File: src/rtl/skf_pkg.sv
// ----------------------------------------------------------------------------
// skf_pkg
// Shared types and constants for the scalar Kalman filter.
// ----------------------------------------------------------------------------
package skf_pkg;

    // configuration port
    localparam int CFG_ADDR_W = 2;
    localparam int CFG_DATA_W = 32;

    localparam logic [CFG_ADDR_W-1:0] REG_PROCESS_NOISE     = 2'd0;
    localparam logic [CFG_ADDR_W-1:0] REG_MEASUREMENT_NOISE = 2'd1;
    localparam logic [CFG_ADDR_W-1:0] REG_STATE_GAIN        = 2'd2;
    localparam logic [CFG_ADDR_W-1:0] REG_OBSERVATION_GAIN  = 2'd3;

    // register and field widths
    localparam int NOISE_W = 31;
    localparam int GAIN_W  = 32;
    localparam int MEAS_W  = 32;
    localparam int EST_W   = 32;
    localparam int COV_W   = 31;
    localparam int OUT_DATA_W = 64;

    localparam logic [NOISE_W-1:0] PROCESS_NOISE_RESET     = 31'd66;
    localparam logic [NOISE_W-1:0] MEASUREMENT_NOISE_RESET = 31'd3277;
    localparam logic [GAIN_W-1:0]  GAIN_RESET              = 32'd65536;

    // multiplier operand slice consumed per cycle
    localparam int CHUNK_W = 16;

    typedef enum logic [2:0] {
        ST_IDLE,
        ST_PRED,
        ST_OBS,
        ST_GAIN,
        ST_CORR,
        ST_COV,
        ST_OUT
    } state_t;

    typedef struct packed {
        logic busy;
        logic done;
    } unit_stat_t;

endpackage

File: src/rtl/skf_mul.sv
// ----------------------------------------------------------------------------
// skf_mul
// Shared fixed-point multiplier: sign-magnitude, one operand slice per cycle,
// then shift by the fraction bits, round toward minus infinity and saturate.
// ----------------------------------------------------------------------------
module skf_mul #(
    parameter int DATA_WIDTH = 32,
    parameter int FRAC_BITS  = 16,
    parameter int VAL_WIDTH  = 32
) (
    input  logic                        clk,
    input  logic                        rst_n,
    input  logic                        start,
    input  logic signed [VAL_WIDTH-1:0] op_a,
    input  logic signed [VAL_WIDTH-1:0] op_b,
    output logic signed [VAL_WIDTH-1:0] product,
    output skf_pkg::unit_stat_t         stat
);
    import skf_pkg::*;

    localparam int NCH   = (VAL_WIDTH + CHUNK_W - 1) / CHUNK_W;
    localparam int BW    = NCH * CHUNK_W;
    localparam int AW    = VAL_WIDTH + BW;
    localparam int CNT_W = (NCH > 1) ? $clog2(NCH) : 1;

    localparam logic [AW-1:0] LIM_POS = AW'({(DATA_WIDTH-1){1'b1}});
    localparam logic [AW-1:0] LIM_NEG = LIM_POS + AW'(1);

    logic [VAL_WIDTH-1:0]         ma_reg;
    logic [BW-1:0]                mb_reg;
    logic                         neg_reg;
    logic [AW-1:0]                acc_reg;
    logic [CNT_W-1:0]             cnt_reg;
    logic                         busy_reg;
    logic                         fin_reg;
    logic                         done_reg;
    logic signed [VAL_WIDTH-1:0]  product_reg;

    logic [VAL_WIDTH-1:0]         ma_in;
    logic [VAL_WIDTH-1:0]         mb_in;
    logic [CHUNK_W-1:0]           chunk;
    logic [VAL_WIDTH+CHUNK_W-1:0] partial;
    logic [AW-1:0]                acc_next;
    logic [AW-1:0]                shifted;
    logic                         round_up;
    logic [AW-1:0]                qv;
    logic [AW-1:0]                lim;
    logic [AW-1:0]                qs;
    logic [VAL_WIDTH-1:0]         mag;
    logic signed [VAL_WIDTH-1:0]  product_next;

    assign ma_in = op_a[VAL_WIDTH-1] ? (~$unsigned(op_a) + 1'b1) : $unsigned(op_a);
    assign mb_in = op_b[VAL_WIDTH-1] ? (~$unsigned(op_b) + 1'b1) : $unsigned(op_b);

    // top slice first, accumulator shifts up one slice per step
    assign chunk    = mb_reg[BW-1 -: CHUNK_W];
    assign partial  = {{CHUNK_W{1'b0}}, ma_reg} * {{VAL_WIDTH{1'b0}}, chunk};
    assign acc_next = (acc_reg << CHUNK_W) + AW'(partial);

    assign shifted  = acc_reg >> FRAC_BITS;
    assign round_up = neg_reg && (acc_reg[FRAC_BITS-1:0] != '0);
    assign qv       = shifted + AW'(round_up);
    assign lim      = neg_reg ? LIM_NEG : LIM_POS;
    assign qs       = (qv > lim) ? lim : qv;
    assign mag      = qs[VAL_WIDTH-1:0];
    assign product_next = $signed(neg_reg ? (~mag + 1'b1) : mag);

    always_ff @(posedge clk or negedge rst_n)
    begin
        if (!rst_n)
        begin
            busy_reg <= 1'b0;
            fin_reg  <= 1'b0;
            done_reg <= 1'b0;
            cnt_reg  <= '0;
        end
        else
        begin
            done_reg <= fin_reg;
            fin_reg  <= 1'b0;
            if (start)
            begin
                busy_reg <= 1'b1;
                cnt_reg  <= CNT_W'(NCH - 1);
            end
            else if (busy_reg)
            begin
                cnt_reg <= cnt_reg - 1'b1;
                if (cnt_reg == '0)
                begin
                    busy_reg <= 1'b0;
                    fin_reg  <= 1'b1;
                end
            end
        end
    end

    always_ff @(posedge clk)
    begin
        if (start)
        begin
            ma_reg  <= ma_in;
            mb_reg  <= BW'(mb_in);
            neg_reg <= op_a[VAL_WIDTH-1] ^ op_b[VAL_WIDTH-1];
            acc_reg <= '0;
        end
        else if (busy_reg)
        begin
            acc_reg <= acc_next;
            mb_reg  <= mb_reg << CHUNK_W;
        end
        if (fin_reg)
        begin
            product_reg <= product_next;
        end
    end

    assign product   = product_reg;
    assign stat.busy = busy_reg | fin_reg;
    assign stat.done = done_reg;

endmodule

File: src/rtl/skf_div.sv
// ----------------------------------------------------------------------------
// skf_div
// Restoring divider for the Kalman gain: one quotient bit per cycle, giving
// a fraction from 0 to 1.0 with the fraction bits truncated.
// ----------------------------------------------------------------------------
module skf_div #(
    parameter int DATA_WIDTH = 32,
    parameter int FRAC_BITS  = 16
) (
    input  logic                   clk,
    input  logic                   rst_n,
    input  logic                   start,
    input  logic [DATA_WIDTH-1:0]  num,
    input  logic [DATA_WIDTH:0]    den,
    output logic [FRAC_BITS:0]     quot,
    output skf_pkg::unit_stat_t    stat
);
    import skf_pkg::*;

    localparam int CNT_W = $clog2(FRAC_BITS);
    localparam logic [FRAC_BITS:0] ONE_Q = {1'b1, {FRAC_BITS{1'b0}}};

    logic [DATA_WIDTH+1:0] r_reg;
    logic [DATA_WIDTH:0]   d_reg;
    logic [FRAC_BITS-1:0]  q_reg;
    logic                  zero_reg;
    logic                  one_reg;
    logic [CNT_W-1:0]      cnt_reg;
    logic                  busy_reg;
    logic                  done_reg;
    logic [FRAC_BITS:0]    quot_reg;

    logic [DATA_WIDTH+1:0] rs;
    logic                  ge;
    logic [DATA_WIDTH+1:0] r_next;
    logic [FRAC_BITS-1:0]  q_next;

    assign rs     = {r_reg[DATA_WIDTH:0], 1'b0};
    assign ge     = rs >= {1'b0, d_reg};
    assign r_next = ge ? (rs - {1'b0, d_reg}) : rs;
    assign q_next = {q_reg[FRAC_BITS-2:0], ge};

    always_ff @(posedge clk or negedge rst_n)
    begin
        if (!rst_n)
        begin
            busy_reg <= 1'b0;
            done_reg <= 1'b0;
            cnt_reg  <= '0;
        end
        else
        begin
            done_reg <= 1'b0;
            if (start)
            begin
                busy_reg <= 1'b1;
                cnt_reg  <= '0;
            end
            else if (busy_reg)
            begin
                cnt_reg <= cnt_reg + 1'b1;
                if (cnt_reg == CNT_W'(FRAC_BITS - 1))
                begin
                    busy_reg <= 1'b0;
                    done_reg <= 1'b1;
                end
            end
        end
    end

    always_ff @(posedge clk)
    begin
        if (start)
        begin
            r_reg    <= {2'b00, num};
            d_reg    <= den;
            q_reg    <= '0;
            zero_reg <= (den == '0);
            one_reg  <= ({1'b0, num} >= den);
        end
        else if (busy_reg)
        begin
            r_reg <= r_next;
            q_reg <= q_next;
            if (cnt_reg == CNT_W'(FRAC_BITS - 1))
            begin
                // zero divisor keeps the prediction, numerator at or above it saturates
                if (zero_reg)
                    quot_reg <= '0;
                else if (one_reg)
                    quot_reg <= ONE_Q;
                else
                    quot_reg <= {1'b0, q_next};
            end
        end
    end

    assign quot      = quot_reg;
    assign stat.busy = busy_reg;
    assign stat.done = done_reg;

endmodule

File: src/rtl/scalar_kalman_filter.sv
// Flow: a measurement is accepted only in the idle state, once the previous result
// word has been loaded for output; the pace is set by the restoring divider and the
// four passes through the shared slice multiplier.
// Reset: estimate clears to 0, covariance to 1.0, registers to their defaults.
// ----------------------------------------------------------------------------
// scalar_kalman_filter
// One-dimensional Kalman filter on a stream of fixed-point measurements.
// ----------------------------------------------------------------------------
module scalar_kalman_filter #(
    parameter int DATA_WIDTH = 32,
    parameter int FRAC_BITS  = 16
) (
    input  logic                                clk,
    input  logic                                rst_n,
    // configuration
    input  logic                                cfg_wr_en,
    input  logic [skf_pkg::CFG_ADDR_W-1:0]      cfg_addr,
    input  logic [skf_pkg::CFG_DATA_W-1:0]      cfg_wdata,
    // input stream
    input  logic                                s_tvalid,
    output logic                                s_tready,
    input  logic [skf_pkg::MEAS_W-1:0]          s_tdata,  // [31:0] measurement
    // output stream
    output logic                                m_tvalid,
    input  logic                                m_tready,
    output logic [skf_pkg::OUT_DATA_W-1:0]      m_tdata   // [31:0] estimate, [62:32] covariance
);
    import skf_pkg::*;

    localparam int VW = (DATA_WIDTH > FRAC_BITS + 1) ? DATA_WIDTH : FRAC_BITS + 2;
    localparam int XW = (VW + 2 > 34) ? VW + 2 : 34;

    localparam logic signed [XW-1:0] SMAX =
        {{(XW-DATA_WIDTH+1){1'b0}}, {(DATA_WIDTH-1){1'b1}}};
    localparam logic signed [XW-1:0] SMIN = ~SMAX;
    localparam logic [FRAC_BITS:0]   ONE_Q = {1'b1, {FRAC_BITS{1'b0}}};
    localparam logic signed [VW-1:0] ONE_V = {{(VW-FRAC_BITS-1){1'b0}}, ONE_Q};

    function automatic logic signed [VW-1:0] sat_v(input logic signed [XW-1:0] v);
        logic signed [XW-1:0] c;
        if (v > SMAX)
            c = SMAX;
        else if (v < SMIN)
            c = SMIN;
        else
            c = v;
        return $signed(c[VW-1:0]);
    endfunction

    function automatic logic signed [XW-1:0] ext_v(input logic signed [VW-1:0] v);
        return {{(XW-VW){v[VW-1]}}, v};
    endfunction

    // configuration registers
    logic [NOISE_W-1:0] q_cfg_reg;
    logic [NOISE_W-1:0] r_cfg_reg;
    logic [GAIN_W-1:0]  a_cfg_reg;
    logic [GAIN_W-1:0]  h_cfg_reg;

    // filter state and working registers
    state_t                 state_reg;
    state_t                 state_next;
    logic signed [VW-1:0]   x_reg;
    logic signed [VW-1:0]   p_reg;
    logic signed [VW-1:0]   z_reg;
    logic signed [VW-1:0]   mp_reg;
    logic signed [VW-1:0]   mx_reg;
    logic signed [VW-1:0]   t_reg;
    logic [FRAC_BITS:0]     k_reg;
    logic                   out_valid_reg;
    logic [EST_W-1:0]       est_reg;
    logic [COV_W-1:0]       cov_reg;

    logic signed [VW-1:0]   q_v;
    logic signed [VW-1:0]   r_v;
    logic signed [VW-1:0]   a_v;
    logic signed [VW-1:0]   h_v;
    logic signed [VW-1:0]   z_v;
    logic signed [XW-1:0]   x_ext;
    logic signed [XW-1:0]   p_ext;
    logic                   accept;
    logic                   out_load;

    logic                   mul_start;
    logic signed [VW-1:0]   mul_a;
    logic signed [VW-1:0]   mul_b;
    logic signed [VW-1:0]   mul_product;
    unit_stat_t             mul_stat;
    logic                   div_start;
    logic [DATA_WIDTH:0]    div_den;
    logic [FRAC_BITS:0]     div_quot;
    unit_stat_t             div_stat;

    assign q_v = sat_v({{(XW-NOISE_W){1'b0}}, q_cfg_reg});
    assign r_v = sat_v({{(XW-NOISE_W){1'b0}}, r_cfg_reg});
    assign a_v = sat_v({{(XW-GAIN_W){a_cfg_reg[GAIN_W-1]}}, a_cfg_reg});
    assign h_v = sat_v({{(XW-GAIN_W){h_cfg_reg[GAIN_W-1]}}, h_cfg_reg});
    assign z_v = sat_v({{(XW-MEAS_W){s_tdata[MEAS_W-1]}}, s_tdata});

    assign x_ext   = ext_v(x_reg);
    assign p_ext   = ext_v(p_reg);
    assign div_den = {1'b0, mp_reg[DATA_WIDTH-1:0]} + {1'b0, r_v[DATA_WIDTH-1:0]};

    assign s_tready = (state_reg == ST_IDLE);
    assign accept   = s_tvalid && s_tready;
    assign out_load = (state_reg == ST_OUT) && (!out_valid_reg || m_tready);

    skf_mul #(
        .DATA_WIDTH (DATA_WIDTH),
        .FRAC_BITS  (FRAC_BITS),
        .VAL_WIDTH  (VW)
    ) u_mul (
        .clk     (clk),
        .rst_n   (rst_n),
        .start   (mul_start),
        .op_a    (mul_a),
        .op_b    (mul_b),
        .product (mul_product),
        .stat    (mul_stat)
    );

    skf_div #(
        .DATA_WIDTH (DATA_WIDTH),
        .FRAC_BITS  (FRAC_BITS)
    ) u_div (
        .clk   (clk),
        .rst_n (rst_n),
        .start (div_start),
        .num   (mp_reg[DATA_WIDTH-1:0]),
        .den   (div_den),
        .quot  (div_quot),
        .stat  (div_stat)
    );

    // sequencer
    always_comb
    begin
        state_next = state_reg;
        mul_start  = 1'b0;
        mul_a      = a_v;
        mul_b      = x_reg;
        div_start  = 1'b0;
        unique case (state_reg)
            ST_IDLE:
            begin
                if (accept)
                begin
                    mul_start  = 1'b1;
                    state_next = ST_PRED;
                end
            end
            ST_PRED:
            begin
                mul_a = h_v;
                mul_b = mul_product;
                if (mul_stat.done)
                begin
                    mul_start  = 1'b1;
                    div_start  = 1'b1;
                    state_next = ST_OBS;
                end
            end
            ST_OBS:
            begin
                if (mul_stat.done)
                    state_next = ST_GAIN;
            end
            ST_GAIN:
            begin
                mul_a = {{(VW-FRAC_BITS-1){1'b0}}, div_quot};
                mul_b = t_reg;
                if (!div_stat.busy)
                begin
                    mul_start  = 1'b1;
                    state_next = ST_CORR;
                end
            end
            ST_CORR:
            begin
                mul_a = ONE_V - {{(VW-FRAC_BITS-1){1'b0}}, k_reg};
                mul_b = mp_reg;
                if (mul_stat.done)
                begin
                    mul_start  = 1'b1;
                    state_next = ST_COV;
                end
            end
            ST_COV:
            begin
                if (mul_stat.done)
                    state_next = ST_OUT;
            end
            ST_OUT:
            begin
                // hold until the output slot frees up
                if (out_load)
                    state_next = ST_IDLE;
            end
            default:
            begin
                state_next = ST_IDLE;
            end
        endcase
    end

    always_ff @(posedge clk or negedge rst_n)
    begin
        if (!rst_n)
        begin
            state_reg     <= ST_IDLE;
            out_valid_reg <= 1'b0;
            x_reg         <= '0;
            p_reg         <= ONE_V;
            q_cfg_reg     <= PROCESS_NOISE_RESET;
            r_cfg_reg     <= MEASUREMENT_NOISE_RESET;
            a_cfg_reg     <= GAIN_RESET;
            h_cfg_reg     <= GAIN_RESET;
        end
        else
        begin
            state_reg <= state_next;
            if (cfg_wr_en)
            begin
                unique case (cfg_addr)
                    REG_PROCESS_NOISE:     q_cfg_reg <= cfg_wdata[NOISE_W-1:0];
                    REG_MEASUREMENT_NOISE: r_cfg_reg <= cfg_wdata[NOISE_W-1:0];
                    REG_STATE_GAIN:        a_cfg_reg <= cfg_wdata[GAIN_W-1:0];
                    REG_OBSERVATION_GAIN:  h_cfg_reg <= cfg_wdata[GAIN_W-1:0];
                    default:               ;
                endcase
            end
            if ((state_reg == ST_CORR) && mul_stat.done)
                x_reg <= sat_v(ext_v(mx_reg) + ext_v(mul_product));
            if ((state_reg == ST_COV) && mul_stat.done)
                p_reg <= mul_product;
            if (out_load)
                out_valid_reg <= 1'b1;
            else if (m_tready)
                out_valid_reg <= 1'b0;
        end
    end

    always_ff @(posedge clk)
    begin
        if (accept)
        begin
            z_reg  <= z_v;
            mp_reg <= sat_v(p_ext + ext_v(q_v));
        end
        if ((state_reg == ST_PRED) && mul_stat.done)
            mx_reg <= mul_product;
        if ((state_reg == ST_OBS) && mul_stat.done)
            t_reg <= sat_v(ext_v(z_reg) - ext_v(mul_product));
        if ((state_reg == ST_GAIN) && !div_stat.busy)
            k_reg <= div_quot;
        if (out_load)
        begin
            est_reg <= x_ext[EST_W-1:0];
            cov_reg <= p_ext[COV_W-1:0];
        end
    end

    assign m_tvalid = out_valid_reg;
    assign m_tdata  = {1'b0, cov_reg, est_reg};

`ifndef SYNTHESIS
    a_mul_start_idle: assert property (@(posedge clk) disable iff (!rst_n)
        mul_start |-> !mul_stat.busy)
        else $error("multiplier restarted while busy");

    a_div_start_idle: assert property (@(posedge clk) disable iff (!rst_n)
        div_start |-> !div_stat.busy)
        else $error("divider restarted while busy");

    a_ready_units_idle: assert property (@(posedge clk) disable iff (!rst_n)
        s_tready |-> (!mul_stat.busy && !div_stat.busy))
        else $error("input ready while an arithmetic unit is busy");

    a_div_done_in_gain: assert property (@(posedge clk) disable iff (!rst_n)
        div_stat.done |-> (state_reg == ST_GAIN))
        else $error("gain finished outside the gain wait");

    a_cov_nonneg: assert property (@(posedge clk) disable iff (!rst_n)
        !p_reg[VW-1])
        else $error("covariance went negative");
`endif

endmodule

File: config.mk
export PLATFORM = sky130hd
export DESIGN_NAME = scalar_kalman_filter
export DESIGN_NICKNAME = d
export VERILOG_FILES = /design/src/rtl/skf_pkg.sv /design/src/rtl/skf_mul.sv /design/src/rtl/skf_div.sv /design/src/rtl/scalar_kalman_filter.sv
export SDC_FILE = /design/constraint.sdc
export NUM_CORES = 2
export LEC_CHECK = 0
export ABC_AREA = 1
export ABC_CLOCK_PERIOD_IN_PS = 6600
export BUFFER_PORTS_ARGS = -buffer_cell sky130_fd_sc_hd__buf_2
export CORE_ASPECT_RATIO = 1.25
export CORE_MARGIN = 3
export CORE_UTILIZATION = 47
export DETAILED_ROUTE_END_ITERATION = 8
export PLACE_DENSITY_LB_ADDON = 0.05
export SLEW_MARGIN = 20
export SYNTH_ARGS = -nofsm -noshare
export SYNTH_HDL_FRONTEND = slang
export SYNTH_SLANG_ARGS = --single-unit
File: constraint.sdc
create_clock -name clk -period 6.6 [get_ports clk]
set_input_delay 0 -clock clk [delete_from_list [all_inputs] [get_ports clk]]
set_output_delay 0 -clock clk [all_outputs]
set_load 0.05 [all_outputs]
==> results.md <==
- The initial antenna violation count is 3.
- The worst hold path was traced through 5 stages.
- Relative to the synthesized area, the layout overhead comes to 15.5%.
- The number of H-tree levels is 3.
- The fraction of the cycle the final worst path needs is 98.0%.
- The number of slew-limit violations in the final report is 0.
- TritonCTS built the clock tree.
- The finished cells cover between 60000 and 70000 um^2.
- The number of nets at the end of the flow is ~8400.
- No sink is reached through more buffers than the 3 on the longest clock path.
- The post-synthesis net count is 8065.
- The flow ran to the end, and the final reports show no timing, DRC or antenna violations.
- The clock drives about 670 sinks.
- Setup repair after global routing could not meet its margin everywhere.
- Of all nets on the critical path, the largest fanout is 7.
- For the pin with the worst max-slew slack, the measured transition is between 1000 and 1500 ps.
- The number of buffers inserted by port buffering is 135.
- For this run, the detailed router's first-pass iteration total came to 6.
- In the post-synthesis netlist, the biggest area contributors are sky130_fd_sc_hd__edfxtp_1 20%, sky130_fd_sc_hd__fa_1 16%, sky130_fd_sc_hd__nand2_1 11%.
- The number of buffers inserted during clock tree synthesis is 75.
- The overall die width is 320 um.
- Global routing consumed, on the met3 layer, 2.92% of the routing resources.
- Counting cells, the worst reg-to-reg path comes to 31.
- The commonest cells after synthesis are 1694 x sky130_fd_sc_hd__nand2_1, 1355 x sky130_fd_sc_hd__inv_1, 516 x sky130_fd_sc_hd__o21ai_0.
- In the final routed layout, each cell accounts on average for 20.7 um.
- The most critical setup path has its startpoint at u_mul.mb_reg[21].
- The first global-routing pass estimated 289000 um of wire.
- The data required time at the worst endpoint is roughly 7200 ps.
- The count of cells in the finished layout, fillers not included, comes to 9199.
- For this run, design rule violations remaining after detail routing come to 0.
- Once the floorplan was initialized, standard cells occupied between 40% and 50% of the core.
- In the routed layout, each cell is associated on average with a via count of 5.31.
- Summed over all layers, the routed wires come to 191000 um.
- The count of state elements after synthesis is about 670.
- The startpoint of the tightest hold check path is cfg_wr_en.
- The CTS clock-pin slew for the worst setup and hold paths is around 80 ps.
- The largest individual stage delay along the critical path comes from the cell sky130_fd_sc_hd__fa_1.
- Routability-driven placement finished with a final weighted congestion of 0.968.
- In this run the count of I/O pins placed on the die edge is roughly 140.
- The layer flagged by global routing as most heavily used is met2.
- In this run the mean area of a mapped cell was slightly above 8 um^2.
- The largest single stage delay on the critical path is 550 ps.
- The max-cap violation count is 0.
- The register with the most flip-flops in the layout has 64 of them.
- Summed over its instances, the top area cell type makes up approximately a fifth of the synthesized netlist area.
- The total area inside the core boundary comes to 122000 um^2.
- The area of the die is around 130000 um^2.
- Static timing analysis puts the maximum clock frequency at approximately 0.15 GHz.
- In this run the worst hold path is classified as input pin to flop.
- In the synthesized netlist the async set-or-reset flop fraction comes to 30.2%.
- The total negative slack is 0 ps.
- For this run, global-route usage on met2 was measured as 51.9%.
- The number of global-route vias before repair is ~49000.
- For the finished layout, the period the worst path requires is 6470 ps.
- Global routing finished with a remaining overflow of 0.
- For met1 alone, demand over resource in global routing was between 30% and 40%.
- Entering global routing, the biggest net connects 89 pins.
- The distinct cell type count of the synthesized netlist is 67.
- The kind of capture point of the worst setup path is a flop.
- Yosys mapped a number of flops with a built-in enable equal to 389.
- For this run, the number of Yosys warnings is 0.
- The critical path's most frequent cell is sky130_fd_sc_hd__inv_1.
- The instance count of the mapped netlist is approximately 7000.
- The worst clock skew is a little under 50 ps.
- The DRC marker count from the first detailed-route iteration is 3640.
- The clock latency at the later pin of the worst-skew pair is 680 ps.
- The total global routing track utilization is 29.7%.
- The post-placement cell count is 8926.
- The final number of hold-violating endpoints was 0.
- The share of synthesized area occupied by flip-flops and latches is 31.7%.
- The tree is rooted in a sky130_fd_sc_hd__clkbuf_16.
- Cells with a size suffix above 1 make up around 11% of the layout.
- The standard cell area after detailed placement is 62300 um^2.
- The critical path class is flop to flop.
- The kind of start point of the critical path is a flop.
- The worst endpoint data arrival time is 7050 ps.
- Setup violations remaining at the end of the flow were counted as 0.
- The number of placement rows is 143.
- The height of the die is 399 um.
- The remaining antenna violation count is 0.
- The startpoint identified for the worst register-to-register timing path is u_mul.mb_reg[21].
- The largest total area in the synthesized netlist belongs to sky130_fd_sc_hd__edfxtp_1.
- In this run the cell area of the synthesized design comes to 58000 um^2.
- The HPWL reported at the end of detailed placement is about 150000 um.
- Measured against its own limit, the worst slew margin works out to between 20 and 25%.
- Across all layers, the routed design uses 48851 vias.
- The most instantiated library cell after synthesis is sky130_fd_sc_hd__nand2_1.
- The leading register cell type out of synthesis is sky130_fd_sc_hd__edfxtp_1.
[metrics by stage]
stage	util, %	hold slack (ps)	setup WS (ps)
final	54.9	89.7	129
after global routing	54.9	122	-111
after CTS	54.1	8.55	-12.3
after detailed placement	51.0	-0.911	-229
after global placement	51.0	-10.8	-371
after floorplan	-	-296	229
[cells in the final DEF (no fill, tap or decap), drive strengths merged, types with 24 or more instances in the layout]
cell type,netlist,routed
dfrtp,191,191
buf,51,471
inv,1371,1371
o2111ai,24,24
nor2,478,478
xnor2,93,93
o21a,37,37
o21ai,546,546
nand4,63,63
nand3,214,214
nor3,53,53
ha,365,365
dfxtp,80,80
edfxtp,389,389
xor2,169,169
a2bb2oi,30,30
clkbuf,238,113
dlygate4sd3,0,103
clkinv,1,25
a21oi,368,368
o211ai,28,28
fa,455,455
nand2,1708,1708
[layer usage]
layer	part of all wire (%)	wire length (um)	up-vias
li1	-	-	23479
met1	41	78900	23674
met2	49	93300	1365
met3	4.6	8800	333
met4	5.1	9670	0
met5	0	0	-
[timing repair]
action,in CTS,in global routing
resized for setup,30,158
buffers inserted,2,23
setup endpoints to repair,20,38
hold buffers,104,0
hold endpoints to repair,252,0
pin swaps,5,73
gates cloned,0,4
[worst paths after layout]
path / to / slack [ps]
max in group asynchronous: u_div.cnt_reg[1] / 5230
min in group asynchronous: p_reg[16] / 470
worst min register to register: k_reg[11] / 450
worst max-delay path: u_mul.acc_reg[54] / 130
worst max register to register: u_mul.acc_reg[54] / 130
worst min-delay path: h_cfg_reg[1] / 90
[kinds of logic after synthesis]
group | Yosys count | synth area share, %
AND/OR/NAND/NOR | 2578 | 18.3
other | 1 | 0.00647
buffers and inverters | 1661 | 10.9
XOR/XNOR | 262 | 3.96
flip-flops | 672 | 31.7
adder cells (fa/ha/maj) | 820 | 23.6
multiplexers | 2 | 0.0389
AO/OA/AOI/OAI | 1178 | 11.5
[critical path: cells and delay by family, from the launching register on]
kind                       cells  cell delay [ps]
AOI/OAI and AO/OA              2              190
buffers and inverters         13             1180
adders and majority gates      7             3380
and+or+nand+nor                8             1090
DFF                            1              400
xor gates and xnor gates       1              130
[layout make-up]
class | instances | area [um^2]
Fill cell | 11718 | 55100
Antenna cell | 1 | 2.50
Inverter | 1372 | 5150
Multi-Input combinational cell | 4841 | 34000
Timing Repair Buffer | 578 | 4850
Tap cell | 1595 | 2000
Clock buffer | 109 | 2190
Sequential cell | 672 | 18400
Clock inverter | 31 | 348
Power is left out: the tool's default activity adds up to more than one toggle a clock period on the data nets, which glitch-free logic cannot reach.
